File: config.mk
export PLATFORM = sky130hd
export DESIGN_NAME = grid_local_minimum_detector_unit
export DESIGN_NICKNAME = d
export VERILOG_FILES = /design/src/rtl/glmd_pkg.sv /design/src/rtl/glmd_ram.sv /design/src/rtl/glmd_front.sv /design/src/rtl/glmd_queue.sv /design/src/rtl/glmd_back.sv /design/src/rtl/grid_local_minimum_detector_unit.sv
export SDC_FILE = /design/constraint.sdc
export NUM_CORES = 2
export LEC_CHECK = 0
export BUFFER_PORTS_ARGS = -buffer_cell sky130_fd_sc_hd__buf_2
export CORE_AREA = 5 5 322 324
export DETAILED_ROUTE_END_ITERATION = 8
export DIE_AREA = 0 0 327 329
export PLACE_DENSITY = 0.76
export REMOVE_ABC_BUFFERS = 1
export SYNTH_ARGS = -nofsm -noshare
export SYNTH_HDL_FRONTEND = slang
export SYNTH_SLANG_ARGS = --single-unit
File: constraint.sdc
create_clock -name clk -period 4.11 [get_ports clk]
set_input_delay 0.822 -clock clk [delete_from_list [all_inputs] [get_ports clk]]
set_output_delay 0.822 -clock clk [all_outputs]
set_load 0.005 [all_outputs]
File: src/rtl/glmd_pkg.sv
// Shared types and constants of the grid local minimum detector.
// Used by every module of the block but glmd_ram; depends on nothing else.
`default_nettype none

package glmd_pkg;

    // Fixed field widths of the stream payloads.
    localparam int HEIGHT_W = 4;
    localparam int POS_W    = 7;
    localparam int MINIMA_W = 15;
    localparam int RISK_W   = 19;
    localparam int CFG_W    = 8;
    localparam int CFG_IDX_W = 8;

    // Configuration register indexes.
    localparam logic [CFG_IDX_W-1:0] CFG_COLUMNS_IDX = 8'd0;
    localparam logic [CFG_IDX_W-1:0] CFG_ROWS_IDX    = 8'd1;

    // Reset value of both frame dimension registers.
    localparam logic [CFG_W-1:0] CFG_DIM_RESET = 8'd100;

    // Decision queue between the front and the back.
    localparam int QUEUE_DEPTH = 4;
    localparam int QPTR_W      = $clog2(QUEUE_DEPTH);
    localparam int QCNT_W      = $clog2(QUEUE_DEPTH + 1);

    // Slots of one job: at most three decisions come from one pixel.
    localparam int SLOTS    = 3;
    localparam int SLOT_N_W = 2;
    localparam logic [SLOT_N_W-1:0] SLOT_FIRST  = 2'd0;
    localparam logic [SLOT_N_W-1:0] SLOT_SECOND = 2'd1;
    localparam logic [SLOT_N_W-1:0] SLOT_THIRD  = 2'd2;

    // One entry of the line store: the two rows above the current one.
    typedef struct packed {
        logic [HEIGHT_W-1:0] older;
        logic [HEIGHT_W-1:0] newer;
    } line_entry_t;

    // One decided pixel, before the totals are applied.
    typedef struct packed {
        logic                done;
        logic                is_min;
        logic [HEIGHT_W-1:0] height;
        logic [POS_W-1:0]    col;
        logic [POS_W-1:0]    row;
    } slot_t;

    // Everything one input pixel asks of the back.
    typedef struct packed {
        logic                clear;
        logic [SLOT_N_W-1:0] count;
        slot_t [SLOTS-1:0]   slot;
    } job_t;

    typedef struct packed {
        logic valid;
        job_t job;
    } job_beat_t;

    // One result beat as it leaves the block.
    typedef struct packed {
        logic                frame_done;
        logic                last_of_run;
        logic [RISK_W-1:0]   risk_total;
        logic [MINIMA_W-1:0] minima_total;
        logic                is_minimum;
        logic [HEIGHT_W-1:0] pixel_height;
        logic [POS_W-1:0]    pixel_column;
        logic [POS_W-1:0]    pixel_row;
    } result_t;

endpackage

`default_nettype wire

File: src/rtl/glmd_ram.sv
// Generic simple dual-port RAM with one write port and a registered read port.
// Stand-alone; holds no reset state.
`default_nettype none

module glmd_ram #(
    parameter int WIDTH = 8,
    parameter int DEPTH = 128
) (
    input  wire logic                     clk,
    input  wire logic                     wr_en,
    input  wire logic [$clog2(DEPTH)-1:0] wr_addr,
    input  wire logic [WIDTH-1:0]         wr_data,
    input  wire logic                     rd_en,
    input  wire logic [$clog2(DEPTH)-1:0] rd_addr,
    output logic      [WIDTH-1:0]         rd_data
);

    logic [WIDTH-1:0] mem [DEPTH];
    logic [WIDTH-1:0] rd_data_reg;

    always_ff @(posedge clk)
    begin
        if (wr_en)
        begin
            mem[wr_addr] <= wr_data;
        end
        if (rd_en)
        begin
            rd_data_reg <= mem[rd_addr];
        end
    end

    assign rd_data = rd_data_reg;

endmodule

`default_nettype wire

File: src/rtl/glmd_front.sv
// Front of the detector: pixel intake, frame position, line store and decisions.
// Depends on glmd_pkg and glmd_ram.
`default_nettype none

module glmd_front #(
    parameter int MAX_COLUMNS = 128,
    parameter int MAX_ROWS    = 128
) (
    input  wire logic                            clk,
    input  wire logic                            rst_n,
    input  wire logic                            s_tvalid,
    output logic                                 s_tready,
    input  wire logic [7:0]                      s_tdata,
    input  wire logic                            cfg_valid,
    output logic                                 cfg_ready,
    input  wire logic [glmd_pkg::CFG_IDX_W-1:0]  cfg_index,
    input  wire logic [glmd_pkg::CFG_W-1:0]      cfg_data,
    input  wire logic [glmd_pkg::QCNT_W-1:0]     q_count,
    output glmd_pkg::job_beat_t                  push_beat
);

    // The 8-bit registers cannot ask for more than 255 pixels.
    localparam int COLS_LIM = (MAX_COLUMNS < 255) ? MAX_COLUMNS : 255;
    localparam int ROWS_LIM = (MAX_ROWS < 255) ? MAX_ROWS : 255;
    localparam int CW = $clog2(COLS_LIM);
    localparam int RW = $clog2(ROWS_LIM);
    localparam int HW = glmd_pkg::HEIGHT_W;

    function automatic logic [CW-1:0] col_last_of(input logic [glmd_pkg::CFG_W-1:0] v);
        logic [CW-1:0] res;
        if (int'(v) < 2)
            res = CW'(1);
        else if (int'(v) > COLS_LIM)
            res = CW'(COLS_LIM - 1);
        else
            res = CW'(int'(v) - 1);
        return res;
    endfunction

    function automatic logic [RW-1:0] row_last_of(input logic [glmd_pkg::CFG_W-1:0] v);
        logic [RW-1:0] res;
        if (int'(v) < 2)
            res = RW'(1);
        else if (int'(v) > ROWS_LIM)
            res = RW'(ROWS_LIM - 1);
        else
            res = RW'(int'(v) - 1);
        return res;
    endfunction

    logic [CW-1:0] col_last_reg;
    logic [RW-1:0] row_last_reg;
    logic [CW-1:0] col_reg, col_next;
    logic [RW-1:0] row_reg, row_next;

    logic [HW-1:0] prev_mid_reg;
    logic [HW-1:0] left_h_reg;
    logic [HW-1:0] left_h2_reg;

    logic          s1_valid_reg;
    logic [RW-1:0] s1_row_reg;
    logic [CW-1:0] s1_col_reg;
    logic [HW-1:0] s1_cur_reg;
    logic [HW-1:0] s1_up_reg;
    logic [HW-1:0] s1_mid_reg;
    logic [HW-1:0] s1_left_reg;
    logic [HW-1:0] s1_lh_reg;
    logic [HW-1:0] s1_lh2_reg;
    logic          s1_last_row_reg;
    logic          s1_last_col_reg;
    logic          s1_clear_reg;

    logic                  accept;
    logic                  cfg_hit;
    logic                  last_col;
    logic                  last_row;
    logic [HW-1:0]         cur;
    logic [CW-1:0]         rd_addr;
    glmd_pkg::line_entry_t ent;
    glmd_pkg::line_entry_t wr_ent;
    logic [glmd_pkg::QCNT_W:0] occupancy;

    assign cur       = s_tdata[HW-1:0];
    assign cfg_ready = 1'b1;
    assign cfg_hit   = cfg_valid && (cfg_index == glmd_pkg::CFG_COLUMNS_IDX ||
                                     cfg_index == glmd_pkg::CFG_ROWS_IDX);

    // Room is counted for the job still in the decision stage.
    assign occupancy = {1'b0, q_count} + {{glmd_pkg::QCNT_W{1'b0}}, s1_valid_reg};
    assign s_tready  = occupancy < (glmd_pkg::QCNT_W + 1)'(glmd_pkg::QUEUE_DEPTH);
    assign accept    = s_tvalid && s_tready;

    assign last_col = (col_reg == col_last_reg);
    assign last_row = (row_reg == row_last_reg);

    // Entry c is read one pixel ahead; the last pixel of a row fetches entry 0.
    assign rd_addr = last_col ? '0 : col_reg + CW'(1);
    assign wr_ent  = '{older: ent.newer, newer: cur};

    glmd_ram #(
        .WIDTH ($bits(glmd_pkg::line_entry_t)),
        .DEPTH (COLS_LIM)
    ) u_line_store (
        .clk     (clk),
        .wr_en   (accept),
        .wr_addr (col_reg),
        .wr_data (wr_ent),
        .rd_en   (accept),
        .rd_addr (rd_addr),
        .rd_data (ent)
    );

    always_comb
    begin
        col_next = col_reg;
        row_next = row_reg;
        if (cfg_hit)
        begin
            col_next = '0;
            row_next = '0;
        end
        else if (accept)
        begin
            if (last_col)
            begin
                col_next = '0;
                row_next = last_row ? '0 : row_reg + RW'(1);
            end
            else
            begin
                col_next = col_reg + CW'(1);
            end
        end
    end

    always_ff @(posedge clk or negedge rst_n)
    begin
        if (!rst_n)
        begin
            col_last_reg <= col_last_of(glmd_pkg::CFG_DIM_RESET);
            row_last_reg <= row_last_of(glmd_pkg::CFG_DIM_RESET);
            col_reg      <= '0;
            row_reg      <= '0;
            s1_valid_reg <= 1'b0;
        end
        else
        begin
            if (cfg_valid && cfg_index == glmd_pkg::CFG_COLUMNS_IDX)
            begin
                col_last_reg <= col_last_of(cfg_data);
            end
            if (cfg_valid && cfg_index == glmd_pkg::CFG_ROWS_IDX)
            begin
                row_last_reg <= row_last_of(cfg_data);
            end
            col_reg      <= col_next;
            row_reg      <= row_next;
            s1_valid_reg <= accept;
        end
    end

    // Neighborhood window; payload only, loaded on each accepted beat.
    always_ff @(posedge clk)
    begin
        if (accept)
        begin
            prev_mid_reg    <= ent.newer;
            left_h_reg      <= cur;
            left_h2_reg     <= left_h_reg;
            s1_row_reg      <= row_reg;
            s1_col_reg      <= col_reg;
            s1_cur_reg      <= cur;
            s1_up_reg       <= ent.older;
            s1_mid_reg      <= ent.newer;
            s1_left_reg     <= prev_mid_reg;
            s1_lh_reg       <= left_h_reg;
            s1_lh2_reg      <= left_h2_reg;
            s1_last_row_reg <= last_row;
            s1_last_col_reg <= last_col;
            s1_clear_reg    <= (row_reg == '0) && (col_reg == '0);
        end
    end

    // Decision stage. The right neighbor of the pixel above arrives from the
    // line store in the cycle after the beat, so the tests sit here.
    logic          has_up, has_left, has_left2, has_right;
    logic          dec1, dec2, dec3, in_last;
    logic          d1_min, d2_min, d3_min;
    logic [HW-1:0] right_h;
    logic [RW-1:0] row_above;
    glmd_pkg::job_t job;

    always_comb
    begin
        has_up    = s1_row_reg > RW'(1);
        has_left  = s1_col_reg != '0;
        has_left2 = s1_col_reg > CW'(1);
        has_right = !s1_last_col_reg;
        right_h   = ent.newer;
        row_above = s1_row_reg - RW'(1);

        d1_min = (!has_up || s1_mid_reg < s1_up_reg) && (s1_mid_reg < s1_cur_reg) &&
                 (!has_left || s1_mid_reg < s1_left_reg) &&
                 (!has_right || s1_mid_reg < right_h);
        d2_min = (s1_lh_reg < s1_left_reg) && (s1_lh_reg < s1_cur_reg) &&
                 (!has_left2 || s1_lh_reg < s1_lh2_reg);
        d3_min = (s1_cur_reg < s1_mid_reg) && (s1_cur_reg < s1_lh_reg);

        in_last = (s1_row_reg != '0) && s1_last_row_reg;
        dec1    = s1_row_reg != '0;
        dec2    = in_last && has_left;
        dec3    = in_last && s1_last_col_reg;

        job.clear = s1_clear_reg;
        if (dec3)
            job.count = 2'd3;
        else if (dec2)
            job.count = 2'd2;
        else if (dec1)
            job.count = 2'd1;
        else
            job.count = 2'd0;

        job.slot[0] = '{done: 1'b0, is_min: d1_min, height: s1_mid_reg,
                        col: glmd_pkg::POS_W'(s1_col_reg),
                        row: glmd_pkg::POS_W'(row_above)};
        job.slot[1] = '{done: 1'b0, is_min: d2_min, height: s1_lh_reg,
                        col: glmd_pkg::POS_W'(s1_col_reg - CW'(1)),
                        row: glmd_pkg::POS_W'(s1_row_reg)};
        job.slot[2] = '{done: 1'b1, is_min: d3_min, height: s1_cur_reg,
                        col: glmd_pkg::POS_W'(s1_col_reg),
                        row: glmd_pkg::POS_W'(s1_row_reg)};

        push_beat.valid = s1_valid_reg && (job.count != 2'd0 || job.clear);
        push_beat.job   = job;
    end

endmodule

`default_nettype wire

File: src/rtl/glmd_queue.sv
// Short job queue that decouples the front from the back.
// Depends on glmd_pkg.
`default_nettype none

module glmd_queue (
    input  wire logic                        clk,
    input  wire logic                        rst_n,
    input  wire glmd_pkg::job_beat_t         push_beat,
    input  wire logic                        pop,
    output glmd_pkg::job_beat_t              head,
    output logic [glmd_pkg::QCNT_W-1:0]      count
);

    glmd_pkg::job_t                  mem [glmd_pkg::QUEUE_DEPTH];
    logic [glmd_pkg::QPTR_W-1:0]     wr_ptr_reg, rd_ptr_reg;
    logic [glmd_pkg::QCNT_W-1:0]     count_reg, count_next;
    logic                            do_pop;

    assign do_pop = pop && (count_reg != '0);

    always_comb
    begin
        count_next = count_reg;
        if (push_beat.valid && !do_pop)
            count_next = count_reg + glmd_pkg::QCNT_W'(1);
        else if (!push_beat.valid && do_pop)
            count_next = count_reg - glmd_pkg::QCNT_W'(1);
    end

    always_ff @(posedge clk or negedge rst_n)
    begin
        if (!rst_n)
        begin
            wr_ptr_reg <= '0;
            rd_ptr_reg <= '0;
            count_reg  <= '0;
        end
        else
        begin
            if (push_beat.valid)
                wr_ptr_reg <= wr_ptr_reg + glmd_pkg::QPTR_W'(1);
            if (do_pop)
                rd_ptr_reg <= rd_ptr_reg + glmd_pkg::QPTR_W'(1);
            count_reg <= count_next;
        end
    end

    always_ff @(posedge clk)
    begin
        if (push_beat.valid)
            mem[wr_ptr_reg] <= push_beat.job;
    end

    assign head.valid = count_reg != '0;
    assign head.job   = mem[rd_ptr_reg];
    assign count      = count_reg;

endmodule

`default_nettype wire

File: src/rtl/glmd_back.sv
// Back of the detector: expands jobs into result beats and keeps the totals.
// Depends on glmd_pkg.
`default_nettype none

module glmd_back (
    input  wire logic                 clk,
    input  wire logic                 rst_n,
    input  wire glmd_pkg::job_beat_t  head,
    output logic                      pop,
    output logic                      out_valid,
    input  wire logic                 out_ready,
    output glmd_pkg::result_t         out_beat
);

    logic [glmd_pkg::SLOT_N_W-1:0] k_reg, k_next;
    logic [glmd_pkg::MINIMA_W-1:0] minima_reg, minima_next;
    logic [glmd_pkg::RISK_W-1:0]   risk_reg, risk_next;
    logic                          out_valid_reg, out_valid_next;
    glmd_pkg::result_t             out_reg, out_next;

    glmd_pkg::slot_t               slot;
    logic                          room;
    logic                          take;
    logic                          last_slot;
    logic                          empty_job;
    logic [glmd_pkg::MINIMA_W-1:0] minima_base;
    logic [glmd_pkg::RISK_W-1:0]   risk_base;

    assign room      = !out_valid_reg || out_ready;
    assign take      = head.valid && room;
    assign empty_job = head.job.count == 2'd0;
    assign last_slot = (k_reg + glmd_pkg::SLOT_N_W'(1)) == head.job.count;

    always_comb
    begin
        case (k_reg)
            glmd_pkg::SLOT_FIRST:  slot = head.job.slot[0];
            glmd_pkg::SLOT_SECOND: slot = head.job.slot[1];
            glmd_pkg::SLOT_THIRD:  slot = head.job.slot[2];
            default:               slot = head.job.slot[0];
        endcase
    end

    always_comb
    begin
        // Totals restart on the first decision of a frame.
        if (k_reg == glmd_pkg::SLOT_FIRST && head.job.clear)
        begin
            minima_base = '0;
            risk_base   = '0;
        end
        else
        begin
            minima_base = minima_reg;
            risk_base   = risk_reg;
        end

        minima_next    = minima_reg;
        risk_next      = risk_reg;
        k_next         = k_reg;
        pop            = 1'b0;
        out_next       = out_reg;
        out_valid_next = out_valid_reg && !out_ready;

        if (take && empty_job)
        begin
            // A clear-only job from the first pixel of a frame.
            minima_next = minima_base;
            risk_next   = risk_base;
            pop         = 1'b1;
        end
        else if (take)
        begin
            if (slot.is_min)
            begin
                minima_next = minima_base + glmd_pkg::MINIMA_W'(1);
                risk_next   = risk_base + glmd_pkg::RISK_W'(slot.height) +
                              glmd_pkg::RISK_W'(1);
            end
            else
            begin
                minima_next = minima_base;
                risk_next   = risk_base;
            end
            out_next.pixel_row    = slot.row;
            out_next.pixel_column = slot.col;
            out_next.pixel_height = slot.height;
            out_next.is_minimum   = slot.is_min;
            out_next.minima_total = minima_next;
            out_next.risk_total   = risk_next;
            out_next.last_of_run  = last_slot;
            out_next.frame_done   = slot.done;
            out_valid_next        = 1'b1;
            if (last_slot)
            begin
                pop    = 1'b1;
                k_next = glmd_pkg::SLOT_FIRST;
            end
            else
            begin
                k_next = k_reg + glmd_pkg::SLOT_N_W'(1);
            end
        end
    end

    always_ff @(posedge clk or negedge rst_n)
    begin
        if (!rst_n)
        begin
            k_reg         <= glmd_pkg::SLOT_FIRST;
            minima_reg    <= '0;
            risk_reg      <= '0;
            out_valid_reg <= 1'b0;
        end
        else
        begin
            k_reg         <= k_next;
            minima_reg    <= minima_next;
            risk_reg      <= risk_next;
            out_valid_reg <= out_valid_next;
        end
    end

    always_ff @(posedge clk)
    begin
        out_reg <= out_next;
    end

    assign out_valid = out_valid_reg;
    assign out_beat  = out_reg;

endmodule

`default_nettype wire

File: src/rtl/grid_local_minimum_detector_unit.sv
// Throughput: one pixel beat per cycle while the queue has room. The first row gives no
// results, later rows one per beat, the last row two (one on its first pixel, three on
// the final pixel); the single result register drains one result per cycle while m_tready
// is high, so the last row is held to the drain rate through a four-job queue.
// Reset: positions, queue, totals and output clear; both dimensions return to 100.
// The line store is not cleared, since only entries written in the current frame are read.
`default_nettype none

module grid_local_minimum_detector_unit #(
    parameter int MAX_COLUMNS = 128,
    parameter int MAX_ROWS    = 128
) (
    input  wire logic                            clk,
    input  wire logic                            rst_n,
    // Pixel stream in.
    input  wire logic                            s_tvalid,
    output logic                                 s_tready,
    input  wire logic [7:0]                      s_tdata,   // [3:0] height, [7:4] zero
    // Result stream out.
    output logic                                 m_tvalid,
    input  wire logic                            m_tready,
    // m_tdata from bit 0: pixel_row[6:0], pixel_column[13:7], pixel_height[17:14],
    // is_minimum[18], minima_total[33:19], risk_total[52:34], zero fill [55:53].
    output logic [55:0]                          m_tdata,
    output logic                                 m_tlast,   // last result of the beat
    output logic                                 m_tuser,   // frame_done
    // Configuration writes: index 0 columns_in_use, index 1 rows_in_use.
    input  wire logic                            cfg_valid,
    output logic                                 cfg_ready,
    input  wire logic [glmd_pkg::CFG_IDX_W-1:0]  cfg_index,
    input  wire logic [glmd_pkg::CFG_W-1:0]      cfg_data
);

    // The front takes pixels, tracks the frame position and keeps the two
    // earlier rows in one line store, each entry holding both rows of a column.
    // A decision stage behind it forms up to three verdicts per pixel and
    // hands them as one job to the queue. The back turns each job into result
    // beats and keeps the running totals. The front stops taking pixels when the
    // queue, with the job still in the decision stage counted, has no free entry.

    glmd_pkg::job_beat_t          push_beat;
    glmd_pkg::job_beat_t          head;
    logic [glmd_pkg::QCNT_W-1:0]  q_count;
    logic                         pop;
    glmd_pkg::result_t            out_beat;

    glmd_front #(
        .MAX_COLUMNS (MAX_COLUMNS),
        .MAX_ROWS    (MAX_ROWS)
    ) u_front (
        .clk       (clk),
        .rst_n     (rst_n),
        .s_tvalid  (s_tvalid),
        .s_tready  (s_tready),
        .s_tdata   (s_tdata),
        .cfg_valid (cfg_valid),
        .cfg_ready (cfg_ready),
        .cfg_index (cfg_index),
        .cfg_data  (cfg_data),
        .q_count   (q_count),
        .push_beat (push_beat)
    );

    glmd_queue u_queue (
        .clk       (clk),
        .rst_n     (rst_n),
        .push_beat (push_beat),
        .pop       (pop),
        .head      (head),
        .count     (q_count)
    );

    glmd_back u_back (
        .clk       (clk),
        .rst_n     (rst_n),
        .head      (head),
        .pop       (pop),
        .out_valid (m_tvalid),
        .out_ready (m_tready),
        .out_beat  (out_beat)
    );

    assign m_tdata = {3'b000, out_beat.risk_total, out_beat.minima_total,
                      out_beat.is_minimum, out_beat.pixel_height,
                      out_beat.pixel_column, out_beat.pixel_row};
    assign m_tlast = out_beat.last_of_run;
    assign m_tuser = out_beat.frame_done;

`ifndef SYNTHESIS
    // A job is never pushed into a full queue unless one leaves in the same cycle.
    a_queue_no_overflow: assert property (@(posedge clk) disable iff (!rst_n)
        push_beat.valid |->
            (q_count < glmd_pkg::QCNT_W'(glmd_pkg::QUEUE_DEPTH) || pop))
        else $error("job pushed into a full queue");

    // The result that closes a frame is always the last one of its beat.
    a_done_is_last: assert property (@(posedge clk) disable iff (!rst_n)
        (m_tvalid && m_tuser) |-> m_tlast)
        else $error("frame_done result is not the last of its beat");

    // A new result appears only when a job was waiting in the queue.
    a_result_from_queue: assert property (@(posedge clk) disable iff (!rst_n)
        $rose(m_tvalid) |-> $past(head.valid))
        else $error("result produced without a queued job");
`endif

endmodule

`default_nettype wire
==> impl_metrics.env <==
export IMPL_syn2layout_area_growth_pct=13.28
export IMPL_cp_cell_sequence="ha_1 > xor2_4 > buf_12 > buf_12 > mux2i_1 > o21ai_0 > o211ai_1 > a22o_1 > o41ai_1 > o32a_1"
export IMPL_largest_register_ffs=1024
export IMPL_max_clock_path_buffers=3
export IMPL_dp_cells=5043
export IMPL_synth_edf_count=1312
export IMPL_cp_data_required_time_ns=4.72
export IMPL_place_ws_ns=0.3463
export IMPL_dp_hpwl_um=90680
export IMPL_cts_buffers=137
export IMPL_chipHeight_um=329
export IMPL_viasPerCell=6.585
export IMPL_grt_antenna_before_repair=1
export IMPL_crit_slowest_cell="o41ai_1"
export IMPL_vias=34849
export IMPL_coreArea_um2=100900
export IMPL_tightest_slew_ns=1.240
export IMPL_cts_tree="yes"
export IMPL_nets=3953
export IMPL_clk_pin_slew_worst_paths_ns=0.06
export IMPL_yosys_area_top_type="edfxtp_1"
export IMPL_htreeDepth=4
export IMPL_detail_route_antenna_nets=0
export IMPL_r2r_start="u_front.col_reg[1]"
export IMPL_timing_hold_ws_ns=0.1364
export IMPL_cp_startpoint="u_front.col_reg[1]"
export IMPL_power_uw=47810
export IMPL_worstRegToRegCells=10
export IMPL_max_slew_margin_pct=17.32
export IMPL_netlist_area_um2=56700
export IMPL_start_util_pct=56.22
export IMPL_fin_crit_sh_pct=98.14
export IMPL_placed_cell_area_um2=59890
export IMPL_synth_top_area_share_pct=69.48
export IMPL_dieArea_um2=107600
export IMPL_rr_endpoint="u_front.u_line_store.rd_data[6]"
export IMPL_powerDensity_nw_per_um2=744.3
export IMPL_worstPathArrival_ns=4.64
export IMPL_gr_usage_all_layers_pct=26.83
export IMPL_clock_fmax_mhz=247.9
export IMPL_portBuffers=81
export IMPL_drtPass1Iterations=6
export IMPL_wl_um=146300
export IMPL_grt_max_degree=112
export IMPL_crit_path_end="u_front.u_line_store.rd_data[6]"
export IMPL_setup_ws_ns=0.07648
export IMPL_drcViolationCount=0
export IMPL_cts_hold_buf=0
export IMPL_cp_common_cell="buf_12"
export IMPL_ir_drop_mv=0.5762
export IMPL_setup_viol=0
export IMPL_startpoint_type="flip-flop"
export IMPL_overflow=0
export IMPL_synth_seq_cells=1385
export IMPL_status="finished clean"
export IMPL_min_path_type="in2async"
export IMPL_grt_pass1_wl_um=216300
export IMPL_leakage_uw=0.02171
export IMPL_finalMaxSlewViolations=0
export IMPL_cts_sinks=1385
export IMPL_dieWidth_um=327
export IMPL_cts_resized=0
export IMPL_drive_gt1_share_pct=17.16
export IMPL_period_needed_ns=4.034
export IMPL_netlist_instances=3645
export IMPL_cts_setup_buffers=0
export IMPL_synth_async_reset_ratio_pct=5.271
export IMPL_place_congestion=0.9258
export IMPL_grt_pass1_vias=33703
export IMPL_hold_viol=0
export IMPL_clkLatencyLatePin_ns=0.75
export IMPL_max_stage_delay_ns=0.98
export IMPL_regMostFlops="u_front.u_line_store.mem"
export IMPL_clock_skew_ns=0.03239
export IMPL_critPathCaptureType="flip-flop"
export IMPL_rows=117
export IMPL_r2r_setup_slack_ns=0.08
export IMPL_syn_avg_cell_area_um2=15.56
export IMPL_cts_root_buf="clkbuf_16"
export IMPL_rsz0062_at_grt="false"
export IMPL_critPathMaxFanout=43
export IMPL_yosysSeqAreaShare_pct=72.72
export IMPL_ys_top_cells_by_area="edfxtp_1 (69%), mux4_2 (4.8%), mux2i_1 (2.9%)"
export IMPL_ys_types=77
export IMPL_drv_cap=0
export IMPL_ios=90
export IMPL_finalInstanceArea_um2=64230
export IMPL_fin_cells=5292
export IMPL_wl_per_cell_um=27.65
export IMPL_yosys_warnings=0
export IMPL_synth_ff_type="edfxtp_1"
export IMPL_worstSetupPathType="reg2reg"
export IMPL_drtIter0Drc=5189
worst min path at each step:
stage | depth (start not counted) | from | endpoint | slack, ns
2_1_floorplan | 0 | u_front.u_line_store.rd_data[4] | u_front.s1_up_reg[0] | 0.40
3_3_place_gp | 0 | u_front.u_line_store.rd_data[5] | u_front.s1_up_reg[1] | 0.41
3_5_place_dp | 0 | u_front.u_line_store.rd_data[5] | u_front.s1_up_reg[1] | 0.41
4_1_cts | 1 | rst_n | u_front.row_reg[2] | 0.13
5_1_grt | 1 | rst_n | u_front.row_reg[4] | 0.17
6_report | 1 | rst_n | u_front.row_last_reg[4] | 0.14
routing by layer:
metal  global-route usage (%)  wire length, µm  vias up
li1                         -                -    14732
met1                    37.09            53920    17300
met2                    41.07            67630     2365
met3                    6.782            17730      450
met4                    11.95             7018        2
met5                        0               13        -
power by group:
group / switching, µW / leakage, µW / total [µW] / internal [µW]
Clock: 5190 / 0.00212 / 12200 / 7010
Combinational: 11500 / 0.00675 / 17400 / 5920
Sequential: 566 / 0.0128 / 18200 / 17700
Total: 17200 / 0.0217 / 47800 / 30600
through the flow:
step / setup TNS [ns] / util, %
after floorplan: -8672.71 / -
after global placement: 0 / 59.38
after detailed placement: 0 / 59.38
after CTS: 0 / 63.68
after global routing: 0 / 63.68
final: 0 / 63.68
Yosys cell counts, types with 9 or more instances:
master and instances:
edfxtp_1 1312, nand2_1 295, nor2_1 255, mux2i_1 164, o21ai_0 148, a21oi_1 147, mux4_2 120, clkbuf_1 109
o22ai_1 90, a31oi_1 78, buf_2 72, inv_1 66, dfrtp_1 65, nor3_1 61, nand3_1 51, ha_1 49
xnor2_1 41, xor2_1 36, buf_1 35, mux2_2 31, o221ai_1 30, nand4_1 24, a22oi_1 23, and3_1 23
o211ai_1 23, a22o_1 21, a211oi_1 20, or4_1 20, o31ai_1 16, or3_1 16, and2_1 14, nor2b_1 14
nor4_1 13, a221oi_1 11, nand2b_1 9
layout make-up:
class / instances / area, µm²
inverter: 68 / 255.2
antenna: 2 / 5.005
clock inverter: 69 / 655.6
clock buffer: 178 / 3677
fill: 6816 / 36630
tap: 1309 / 1638
timing repair buffer: 310 / 2375
multi-input combinational: 1971 / 14380
sequential: 1385 / 41240
logic make-up after synthesis:
kind of cell,count (synthesis),synth area share [%]
xor gates and xnor gates,77,1.189
muxes,315,8.277
adders and majority gates,51,1.152
and+or+nand+nor,812,6.388
other,2,0.01324
AOI/OAI and AO/OA,712,8.118
buffers and inverters,291,2.145
DFF,1385,72.72
critical path: cells and delay by family (launching register included):
family | cells | cell delay, ns
xor gates and xnor gates | 1 | 0.40
buffers and inverters | 2 | 0.53
AOI/OAI and AO/OA | 5 | 1.85
adders and majority gates | 1 | 0.46
muxes | 1 | 0.10
DFF | 1 | 0.52
placed cells by master (no fill, tap or decap), types with 24 or more instances in the layout:
cell type,n
a21oi_1,144
a31oi_1,78
buf_2,76
buf_4,215
clkbuf_1,36
clkbuf_16,141
clkinv_1,27
dfrtp_1,62
edfxtp_1,1312
ha_1,48
inv_1,64
mux2_2,31
mux2i_1,164
mux4_2,120
nand2_1,295
nand3_1,51
nand4_1,24
nor2_1,254
nor3_1,61
o21ai_0,147
o221ai_1,30
o22ai_1,90
xnor2_1,39
xor2_1,35
Power figures use the tool's default switching activity.
